`config.mk`:
```
export PLATFORM = sky130hd
export DESIGN_NAME = iir_lowpass_order4_core_flat
export DESIGN_NICKNAME = d
export VERILOG_FILES = /design/src/hw/rtl/iirlp4_pkg.sv /design/src/hw/rtl/iirlp4_if.sv /design/src/hw/rtl/iirlp4_mac.sv /design/src/hw/rtl/iir_lowpass_order4_core.sv /design/src/flat_wrapper.sv
export SDC_FILE = /design/constraint.sdc
export NUM_CORES = 2
export LEC_CHECK = 0
export BUFFER_PORTS_ARGS = -buffer_cell sky130_fd_sc_hd__buf_2
export CELL_PAD_IN_SITES_DETAIL_PLACEMENT = 1
export CELL_PAD_IN_SITES_GLOBAL_PLACEMENT = 2
export CORE_MARGIN = 1
export CORE_UTILIZATION = 46
export DETAILED_ROUTE_END_ITERATION = 7
export PLACE_DENSITY_LB_ADDON = 0.1
export REMOVE_ABC_BUFFERS = 1
export SETUP_SLACK_MARGIN = 0.2
export SYNTH_ARGS = -nofsm -noshare
export SYNTH_HDL_FRONTEND = slang
export SYNTH_SLANG_ARGS = --single-unit
```
`constraint.sdc`:
```
create_clock -name clock -period 24.7 [get_ports clock]
set_clock_uncertainty 0.1 [all_clocks]
set_input_delay 1.235 -clock clock [delete_from_list [all_inputs] [get_ports clock]]
set_output_delay 1.235 -clock clock [all_outputs]
set_load 0.02 [all_outputs]
```
`src/hw/rtl/iirlp4_pkg.sv`:
```
`default_nettype none

package iirlp4_pkg;

   localparam int SAMPLE_BITS    = 16;
   localparam int COEF_BITS      = 18;
   localparam int COEF_FRAC_BITS = 16;
   localparam int HIST_FRAC      = 8;
   localparam int HIST_BITS      = SAMPLE_BITS + HIST_FRAC;
   localparam int HIST_DEPTH     = 4;
   localparam int SUM_BITS       = SAMPLE_BITS + 1;
   localparam int OPND_BITS      = SUM_BITS + HIST_FRAC;
   localparam int PROD_BITS      = COEF_BITS + OPND_BITS;
   localparam int ACC_BITS       = 48;
   localparam int SHIFT_BITS     = ACC_BITS - COEF_FRAC_BITS;
   localparam int NUM_REGS       = 7;
   localparam int CSR_IDX_BITS   = 3;

   // register indexes, also the order of taps through the multiplier
   localparam logic [CSR_IDX_BITS-1:0] CSR_COEF_B0 = 3'd0;
   localparam logic [CSR_IDX_BITS-1:0] CSR_COEF_B1 = 3'd1;
   localparam logic [CSR_IDX_BITS-1:0] CSR_COEF_B2 = 3'd2;
   localparam logic [CSR_IDX_BITS-1:0] CSR_COEF_A1 = 3'd3;
   localparam logic [CSR_IDX_BITS-1:0] CSR_COEF_A2 = 3'd4;
   localparam logic [CSR_IDX_BITS-1:0] CSR_COEF_A3 = 3'd5;
   localparam logic [CSR_IDX_BITS-1:0] CSR_COEF_A4 = 3'd6;
   // tap counter value after the last issue, waiting for the pipeline
   localparam logic [CSR_IDX_BITS-1:0] TAP_DRAIN   = 3'd7;

   localparam logic signed [COEF_BITS-1:0] RST_COEF_B0 = 18'sd1217;
   localparam logic signed [COEF_BITS-1:0] RST_COEF_B1 = 18'sd4866;
   localparam logic signed [COEF_BITS-1:0] RST_COEF_B2 = 18'sd7299;
   localparam logic signed [COEF_BITS-1:0] RST_COEF_A1 = -18'sd102919;
   localparam logic signed [COEF_BITS-1:0] RST_COEF_A2 = 18'sd83599;
   localparam logic signed [COEF_BITS-1:0] RST_COEF_A3 = -18'sd31746;
   localparam logic signed [COEF_BITS-1:0] RST_COEF_A4 = 18'sd4994;

   localparam logic signed [ACC_BITS-1:0] ACC_HALF =
      ACC_BITS'(1) << (COEF_FRAC_BITS - 1);

   typedef logic signed [COEF_BITS-1:0]   coef_type;
   typedef logic signed [SAMPLE_BITS-1:0] sample_type;
   typedef logic signed [HIST_BITS-1:0]   hist_type;
   typedef logic signed [OPND_BITS-1:0]   opnd_type;
   typedef logic signed [ACC_BITS-1:0]    acc_type;

   typedef struct packed {
      logic issue;
      logic subtract;
      logic clear;
   } mac_ctrl_type;

endpackage

`default_nettype wire

```
`src/hw/rtl/iirlp4_if.sv`:
```
`default_nettype none

interface iirlp4_req_if;
   import iirlp4_pkg::*;

   logic       valid;
   logic       ready;
   sample_type sample;

   modport source (output valid, output sample, input ready);
   modport sink   (input valid, input sample, output ready);
endinterface

interface iirlp4_rsp_if;
   import iirlp4_pkg::*;

   logic       valid;
   logic       ready;
   sample_type filtered;
   logic       clipped;

   modport source (output valid, output filtered, output clipped, input ready);
   modport sink   (input valid, input filtered, input clipped, output ready);
endinterface

`default_nettype wire

```
`src/hw/rtl/iirlp4_mac.sv`:
```
`default_nettype none

module iirlp4_mac (
   input  wire                       clock,
   input  wire                       reset,
   input  iirlp4_pkg::mac_ctrl_type  ctrl,
   input  iirlp4_pkg::coef_type      coef,
   input  iirlp4_pkg::opnd_type      operand,
   output iirlp4_pkg::acc_type       acc
);
   import iirlp4_pkg::*;

   logic signed [PROD_BITS-1:0] prod_ff;
   logic signed [PROD_BITS-1:0] prod_in;
   logic                        prod_vld_ff;
   logic                        sub_ff;
   acc_type                     acc_ff;
   acc_type                     acc_in;
   acc_type                     prod_ext;

   assign prod_in  = coef * operand;
   assign prod_ext = ACC_BITS'(prod_ff);

   always_comb begin
      acc_in = acc_ff;
      if (ctrl.clear) begin
         acc_in = '0;
      end else if (prod_vld_ff) begin
         acc_in = sub_ff ? acc_ff - prod_ext : acc_ff + prod_ext;
      end
   end

   always_ff @(posedge clock) begin
      if (reset) begin
         prod_vld_ff <= 1'b0;
         acc_ff      <= '0;
      end else begin
         prod_vld_ff <= ctrl.issue;
         acc_ff      <= acc_in;
      end
   end

   always_ff @(posedge clock) begin
      prod_ff <= prod_in;
      sub_ff  <= ctrl.subtract;
   end

   assign acc = acc_ff;

endmodule

`default_nettype wire

```
`src/hw/rtl/iir_lowpass_order4_core.sv`:
```
// Fourth-order direct-form-I IIR low-pass filter on signed 16-bit words.
// req_chan carries one input sample per word; rsp_chan returns one filtered
// word (rounded, saturated to 16 bits) with a clipped flag for every sample.
// Both channels use valid/ready; a word moves when both are high.
// Coefficients b0, b1, b2, a1..a4 (Q2.16, already divided by a0) are written
// through csr_we/csr_index/csr_wdata; the user must write them only while the
// filter is idle, which the block does not enforce; index 7 is ignored.
// b0 also serves tap 4 and b1 tap 3. One 18x25 multiplier with an accumulator
// behind it is reused for all seven coefficient products, one per cycle, under
// a small sequencer. A sample's word reaches rsp_chan once the seven products
// are issued, the multiplier pipeline has drained and the history value and
// then the output value are rounded. req_chan.ready is high only while idle,
// so a new sample is taken only after the last one has left the sequencer.
// The result sits in an output register; the next sample is taken while it
// waits, but its own result is held back until rsp_chan has taken the old one.
// Reset loads the default coefficients and clears both histories.
`default_nettype none

module iir_lowpass_order4_core (
   input  wire                                   clock,
   input  wire                                   reset,
   iirlp4_req_if.sink                            req_chan,
   iirlp4_rsp_if.source                          rsp_chan,
   input  wire                                   csr_we,
   input  wire [iirlp4_pkg::CSR_IDX_BITS-1:0]    csr_index,
   input  wire [iirlp4_pkg::COEF_BITS-1:0]       csr_wdata
);
   import iirlp4_pkg::*;

   typedef enum logic [3:0] {
      ST_IDLE  = 4'b0001,
      ST_MAC   = 4'b0010,
      ST_ROUND = 4'b0100,
      ST_OUT   = 4'b1000
   } state_type;

   state_type                 state_ff, state_in;
   logic [CSR_IDX_BITS-1:0]   tap_ff, tap_in;
   coef_type                  coef_ff [NUM_REGS];
   sample_type                sample_ff;
   sample_type                x_hist_ff [HIST_DEPTH];
   hist_type                  y_hist_ff [HIST_DEPTH];
   hist_type                  y8_ff, y8_in;
   logic                      hit_ff, hit_in;
   logic                      rsp_valid_ff, rsp_valid_in;
   sample_type                filtered_ff, filtered_in;
   logic                      clipped_ff;

   mac_ctrl_type              mac_ctrl;
   coef_type                  mac_coef;
   opnd_type                  mac_opnd;
   acc_type                   acc;

   logic                      accept;
   logic                      load_rsp;
   logic signed [SUM_BITS-1:0] fwd_sum;
   logic                      fwd_tap;
   acc_type                   acc_rnd;
   logic [SHIFT_BITS-1:0]     acc_shift;
   logic                      hist_ovf;
   logic [HIST_BITS:0]        y_rnd;
   logic [SUM_BITS-1:0]       r_int;
   logic                      out_ovf;

   assign accept   = req_chan.valid && req_chan.ready;
   assign load_rsp = (state_ff == ST_OUT) && (!rsp_valid_ff || rsp_chan.ready);

   // operand select for the shared multiplier
   always_comb begin
      fwd_sum = '0;
      fwd_tap = 1'b1;
      mac_opnd = '0;
      case (tap_ff)
         CSR_COEF_B0: fwd_sum = SUM_BITS'(sample_ff) + SUM_BITS'(x_hist_ff[3]);
         CSR_COEF_B1: fwd_sum = SUM_BITS'(x_hist_ff[0]) + SUM_BITS'(x_hist_ff[2]);
         CSR_COEF_B2: fwd_sum = SUM_BITS'(x_hist_ff[1]);
         default:     fwd_tap = 1'b0;
      endcase
      case (tap_ff)
         CSR_COEF_A1: mac_opnd = OPND_BITS'(y_hist_ff[0]);
         CSR_COEF_A2: mac_opnd = OPND_BITS'(y_hist_ff[1]);
         CSR_COEF_A3: mac_opnd = OPND_BITS'(y_hist_ff[2]);
         CSR_COEF_A4: mac_opnd = OPND_BITS'(y_hist_ff[3]);
         default:     mac_opnd = $signed({fwd_sum, {HIST_FRAC{1'b0}}});
      endcase
      mac_coef = (tap_ff == TAP_DRAIN) ? '0 : coef_ff[tap_ff];
   end

   assign mac_ctrl.issue    = (state_ff == ST_MAC) && (tap_ff != TAP_DRAIN);
   assign mac_ctrl.subtract = !fwd_tap;
   assign mac_ctrl.clear    = accept;

   iirlp4_mac u_mac (
      .clock   (clock),
      .reset   (reset),
      .ctrl    (mac_ctrl),
      .coef    (mac_coef),
      .operand (mac_opnd),
      .acc     (acc)
   );

   // round to Q.8 and saturate the history value
   always_comb begin
      acc_rnd   = acc + ACC_HALF;
      acc_shift = acc_rnd[ACC_BITS-1:COEF_FRAC_BITS];
      hist_ovf  = !((&acc_shift[SHIFT_BITS-1:HIST_BITS-1]) ||
                    (~|acc_shift[SHIFT_BITS-1:HIST_BITS-1]));
      if (hist_ovf) begin
         y8_in = acc_shift[SHIFT_BITS-1] ? {1'b1, {(HIST_BITS-1){1'b0}}}
                                         : {1'b0, {(HIST_BITS-1){1'b1}}};
      end else begin
         y8_in = acc_shift[HIST_BITS-1:0];
      end
   end

   // round the Q.8 value to an integer and saturate
   always_comb begin
      y_rnd   = {y8_ff[HIST_BITS-1], y8_ff} +
                ((HIST_BITS+1)'(1) << (HIST_FRAC - 1));
      r_int   = y_rnd[HIST_BITS:HIST_FRAC];
      out_ovf = r_int[SUM_BITS-1] ^ r_int[SUM_BITS-2];
      if (out_ovf) begin
         filtered_in = r_int[SUM_BITS-1] ? {1'b1, {(SAMPLE_BITS-1){1'b0}}}
                                         : {1'b0, {(SAMPLE_BITS-1){1'b1}}};
      end else begin
         filtered_in = r_int[SAMPLE_BITS-1:0];
      end
   end

   always_comb begin
      state_in = state_ff;
      tap_in   = tap_ff;
      hit_in   = hit_ff;
      unique case (state_ff)
         ST_IDLE: begin
            if (accept) begin
               state_in = ST_MAC;
               tap_in   = '0;
            end
         end
         ST_MAC: begin
            tap_in = tap_ff + 1'b1;
            if (tap_ff == TAP_DRAIN) begin
               state_in = ST_ROUND;
            end
         end
         ST_ROUND: begin
            hit_in   = hist_ovf;
            state_in = ST_OUT;
         end
         ST_OUT: begin
            if (load_rsp) begin
               state_in = ST_IDLE;
            end
         end
         default: state_in = ST_IDLE;
      endcase
   end

   assign rsp_valid_in = load_rsp ? 1'b1 : (rsp_chan.ready ? 1'b0 : rsp_valid_ff);

   always_ff @(posedge clock) begin
      if (reset) begin
         state_ff     <= ST_IDLE;
         tap_ff       <= '0;
         rsp_valid_ff <= 1'b0;
         for (int i = 0; i < HIST_DEPTH; i++) begin
            x_hist_ff[i] <= '0;
            y_hist_ff[i] <= '0;
         end
         coef_ff[CSR_COEF_B0] <= RST_COEF_B0;
         coef_ff[CSR_COEF_B1] <= RST_COEF_B1;
         coef_ff[CSR_COEF_B2] <= RST_COEF_B2;
         coef_ff[CSR_COEF_A1] <= RST_COEF_A1;
         coef_ff[CSR_COEF_A2] <= RST_COEF_A2;
         coef_ff[CSR_COEF_A3] <= RST_COEF_A3;
         coef_ff[CSR_COEF_A4] <= RST_COEF_A4;
      end else begin
         state_ff     <= state_in;
         tap_ff       <= tap_in;
         rsp_valid_ff <= rsp_valid_in;
         if (state_ff == ST_ROUND) begin
            x_hist_ff[0] <= sample_ff;
            y_hist_ff[0] <= y8_in;
            for (int i = 1; i < HIST_DEPTH; i++) begin
               x_hist_ff[i] <= x_hist_ff[i-1];
               y_hist_ff[i] <= y_hist_ff[i-1];
            end
         end
         if (csr_we) begin
            unique case (csr_index)
               CSR_COEF_B0: coef_ff[CSR_COEF_B0] <= csr_wdata;
               CSR_COEF_B1: coef_ff[CSR_COEF_B1] <= csr_wdata;
               CSR_COEF_B2: coef_ff[CSR_COEF_B2] <= csr_wdata;
               CSR_COEF_A1: coef_ff[CSR_COEF_A1] <= csr_wdata;
               CSR_COEF_A2: coef_ff[CSR_COEF_A2] <= csr_wdata;
               CSR_COEF_A3: coef_ff[CSR_COEF_A3] <= csr_wdata;
               CSR_COEF_A4: coef_ff[CSR_COEF_A4] <= csr_wdata;
               default: ;
            endcase
         end
      end
   end

   always_ff @(posedge clock) begin
      hit_ff <= hit_in;
      if (accept) begin
         sample_ff <= req_chan.sample;
      end
      if (state_ff == ST_ROUND) begin
         y8_ff <= y8_in;
      end
      if (load_rsp) begin
         filtered_ff <= filtered_in;
         clipped_ff  <= hit_ff || out_ovf;
      end
   end

   assign req_chan.ready    = (state_ff == ST_IDLE);
   assign rsp_chan.valid    = rsp_valid_ff;
   assign rsp_chan.filtered = filtered_ff;
   assign rsp_chan.clipped  = clipped_ff;

endmodule

`default_nettype wire

```
`src/flat_wrapper.sv`:
```
// flat-port wrapper written by rule: the top's interface ports become plain ports
module iir_lowpass_order4_core_flat import iirlp4_pkg::*;
  (clock, reset, csr_we, csr_index, csr_wdata, req_chan_valid, req_chan_sample, req_chan_ready, rsp_chan_valid, rsp_chan_filtered, rsp_chan_clipped, rsp_chan_ready);
  iirlp4_req_if req_chan_i ();
  iirlp4_rsp_if rsp_chan_i ();
  input  wire clock;
  input  wire reset;
  input  wire csr_we;
  input  wire [iirlp4_pkg::CSR_IDX_BITS-1:0] csr_index;
  input  wire [iirlp4_pkg::COEF_BITS-1:0] csr_wdata;
  input wire logic [$bits(req_chan_i.valid)-1:0] req_chan_valid;
  input wire logic [$bits(req_chan_i.sample)-1:0] req_chan_sample;
  output wire logic [$bits(req_chan_i.ready)-1:0] req_chan_ready;
  output wire logic [$bits(rsp_chan_i.valid)-1:0] rsp_chan_valid;
  output wire logic [$bits(rsp_chan_i.filtered)-1:0] rsp_chan_filtered;
  output wire logic [$bits(rsp_chan_i.clipped)-1:0] rsp_chan_clipped;
  input wire logic [$bits(rsp_chan_i.ready)-1:0] rsp_chan_ready;
  assign req_chan_i.valid = req_chan_valid;
  assign req_chan_i.sample = req_chan_sample;
  assign req_chan_ready = req_chan_i.ready;
  assign rsp_chan_valid = rsp_chan_i.valid;
  assign rsp_chan_filtered = rsp_chan_i.filtered;
  assign rsp_chan_clipped = rsp_chan_i.clipped;
  assign rsp_chan_i.ready = rsp_chan_ready;
  iir_lowpass_order4_core u_core (.clock(clock), .reset(reset), .req_chan(req_chan_i), .rsp_chan(rsp_chan_i), .csr_we(csr_we), .csr_index(csr_index), .csr_wdata(csr_wdata));
endmodule
```
==> qor.txt <==
status: complete, no violations
CP Capture Point: u_core.u_mac.prod_ff[41]$_DFF_P_
grt total ovfl: 0
drt wl/cell: 24.13 µm
Worst Reg2Reg Path Length in Cells: 28
RD Place Congestion: 0.8928
die width: 295.0 µm
Post-synth top cells: inv_1 (571), fa_1 (444), nand2_1 (340)
Setup TNS Final: 0 ps
IO Count: 61
FF+latch count, synth: 441
antenna violations before repair: 0
FFs w/ async S/R, synth: 0%
hold buffers post-CTS: 0
Rows: 107
worst-case clock buffer depth: 3
Routed Antenna Nets: 0
Final #Nets: 4724
largest net degree at the start of global routing: 125
Mapped Area: 39480 µm²
hpwl dp: 96.09 mm
Worst Setup Start Kind: flop
Synth top area share: 25.63%
Placeable Area: 85150 µm²
Final Cycle Share: 40.62%
CTS tree: yes
First DRT Iteration DRCs: 2131
Synth area leaders: edfxtp_1 (26%), fa_1 (23%), ha_1 (6.2%)
share of layout cells above drive strength 1: 7.197%
CP Max Fanout: 28
drt pass-1 iters: 5
crit-path most repeated cell: fa_1
post-synthesis cell count: 4033
DRC viols: 0
CTS clk-pin slew, worst paths: 60 ps
htree depth: 2
synth unique cells: 85
final setup violation count: 0
syn_area_per_cell: 9.789 µm²
post-CTS setup buffers: 0
global-route wire length before repair: 193.9 mm
DR vias: 29900
HP Class: flop to flop
worst r2r src: u_core.tap_ff[0]$_SDFFE_PP0P_
root buf cell: clkbuf_16
CP max-delay cell: or4_1
ys flop type: edfxtp_1
R2R Setup Slk: 14670 ps
initial core utilization: 46.36%
Layout area overhead: 8.890%
vias in the first global route: 31540
final hold viol count: 0
post-layout minimum cycle time: 10030 ps
Chip Height: 295.0 µm
Max Freq: 0.09967 GHz
Clock Latency Late Sink: 620 ps
DRT Wirelength: 126.3 mm
Post-synth EDFFs: 337
Post-CTS Resized: 0
Worst EP arrival: 10400 ps
max-slew violation count: 0
area leader, netlist: edfxtp_1
Seq/Total Area, Yosys: 30.91%
number of max-cap violations: 0
R2R Path End: u_core.u_mac.prod_ff[41]$_DFF_P_
Total GRT Usage: 29.51%
Setup Crit Path Kind: flop to flop
vias per inst: 5.715
area of the die: 87000 µm²
Critical Path RT: 25070 ps
worst slew pin tran: 1286 ps
top-count cell post-synth: inv_1
TritonCTS Buffers: 54
CP peak stage delay: 830 ps
Syn. warnings: 0
number of fill cells: 9561
RSZ-0062 raised after global routing: no
TritonCTS Sinks: 441
worst rel slew slack: 13.56%
Worst setup EP type: flop
Port Buffers: 60
Worst Setup SP: u_core.tap_ff[0]$_SDFFE_PP0P_
[worst min path at each step]
stage | start | to | depth (start not counted)
finish | u_core.u_mac.acc[14]$_SDFFE_PP0P_ | u_core.u_mac.acc[14]$_SDFFE_PP0P_ | 2
global route | u_core.u_mac.acc[47]$_SDFFE_PP0P_ | u_core.u_mac.acc[47]$_SDFFE_PP0P_ | 2
CTS | u_core.u_mac.acc[0]$_SDFFE_PP0P_ | u_core.u_mac.acc[0]$_SDFFE_PP0P_ | 2
detailed placement | u_core.u_mac.acc[14]$_SDFFE_PP0P_ | u_core.u_mac.acc[14]$_SDFFE_PP0P_ | 2
global placement | u_core.state_ff[0]$_SDFFE_PP1P_ | u_core.state_ff[3]$_SDFFE_PP0P_ | 1
floorplan | u_core.state_ff[0]$_SDFFE_PP1P_ | u_core.state_ff[3]$_SDFFE_PP0P_ | 1
[routing by layer]
metal	track usage, %	wire [µm]	up-vias
met1	42.25	56510	15390
met2	46.79	58240	838
met3	4.060	8007	186
li1	-	-	13490
met5	0	0	-
met4	8.117	3495	0
[registers in the layout, summed over array words and instances, names as in the netlist, named ones only]
name,count
u_core.u_mac.sub_ff,1
u_core.u_mac.acc,48
u_core.u_mac.prod_vld_ff,1
u_core.y_hist_ff,96
u_core.tap_ff,3
u_core.u_mac.prod_ff,43
u_core.hit_ff,1
u_core.rsp_chan.clipped,1
u_core.coef_ff,126
u_core.rsp_chan.valid,1
u_core.state_ff,4
u_core.sample_ff,16
u_core.x_hist_ff,64
u_core.rsp_chan.filtered,16
u_core.y8_ff,17
[logic make-up (layout without fill, tap and decap cells)]
group / Yosys count / in the layout / synth area share [%]
AOI/OAI and AO/OA: 680 / 680 / 11.06
buffers and inverters: 753 / 805 / 7.223
adders and majority gates: 639 / 639 / 28.70
and+or+nand+nor: 1281 / 1281 / 15.99
other: 0 / 3 / 0
xor gates and xnor gates: 161 / 161 / 3.572
DFF: 441 / 441 / 30.91
muxes: 78 / 78 / 2.555
[cells in the final DEF (no fill, tap or decap), drive strengths merged, types with 86 or more instances in the layout]
master  synthesis  layout
inv           571     573
fa            444     444
nand2         340     340
edfxtp        337     337
nor2          304     304
ha            195     195
and2          192     192
o21ai         179     179
a21oi         171     171
buf            23     136
dfxtp         104     104
xnor2          97      97
nand3          86      86
[worst max-delay path, delay by kind of cell (launching register included)]
family,cells,cell delay [ps]
adders and majority gates,8,3640
DFF,1,380
AOI/OAI and AO/OA,8,1860
buffers and inverters,5,510
and+or+nand+nor,6,3220
muxes,1,150
[metrics by stage]
stage / hold slack (ps) / cell area [µm²] / setup slack, ps / std cells / util, %
6_report: 383.9 / 42990 / 14670 / 5232 / 50.49
3_3_place_gp: 365.9 / 41190 / 15020 / 5131 / 48.37
2_1_floorplan: 335.2 / 38770 / 15440 / 3851 / -
3_5_place_dp: 374.7 / 41190 / 14770 / 5131 / 48.37
4_1_cts: 384.7 / 42980 / 14710 / 5229 / 50.48
5_1_grt: 407.6 / 42980 / 14170 / 5229 / 50.48
[cell type report]
type	instances	area, µm²	area share (%)
Antenna cell	3	7.507	0.01746
Timing Repair Buffer	136	870.8	2.026
Clock inverter	27	327.8	0.7626
Multi-Input combinational cell	2839	24530	57.07
Inverter	571	2143	4.986
Sequential cell	441	12210	28.40
Clock buffer	71	1465	3.408
Tap cell	1144	1431	3.330
Power is not shown: default switching activity piles up to over one toggle a cycle in this logic, so the estimate is an artifact.
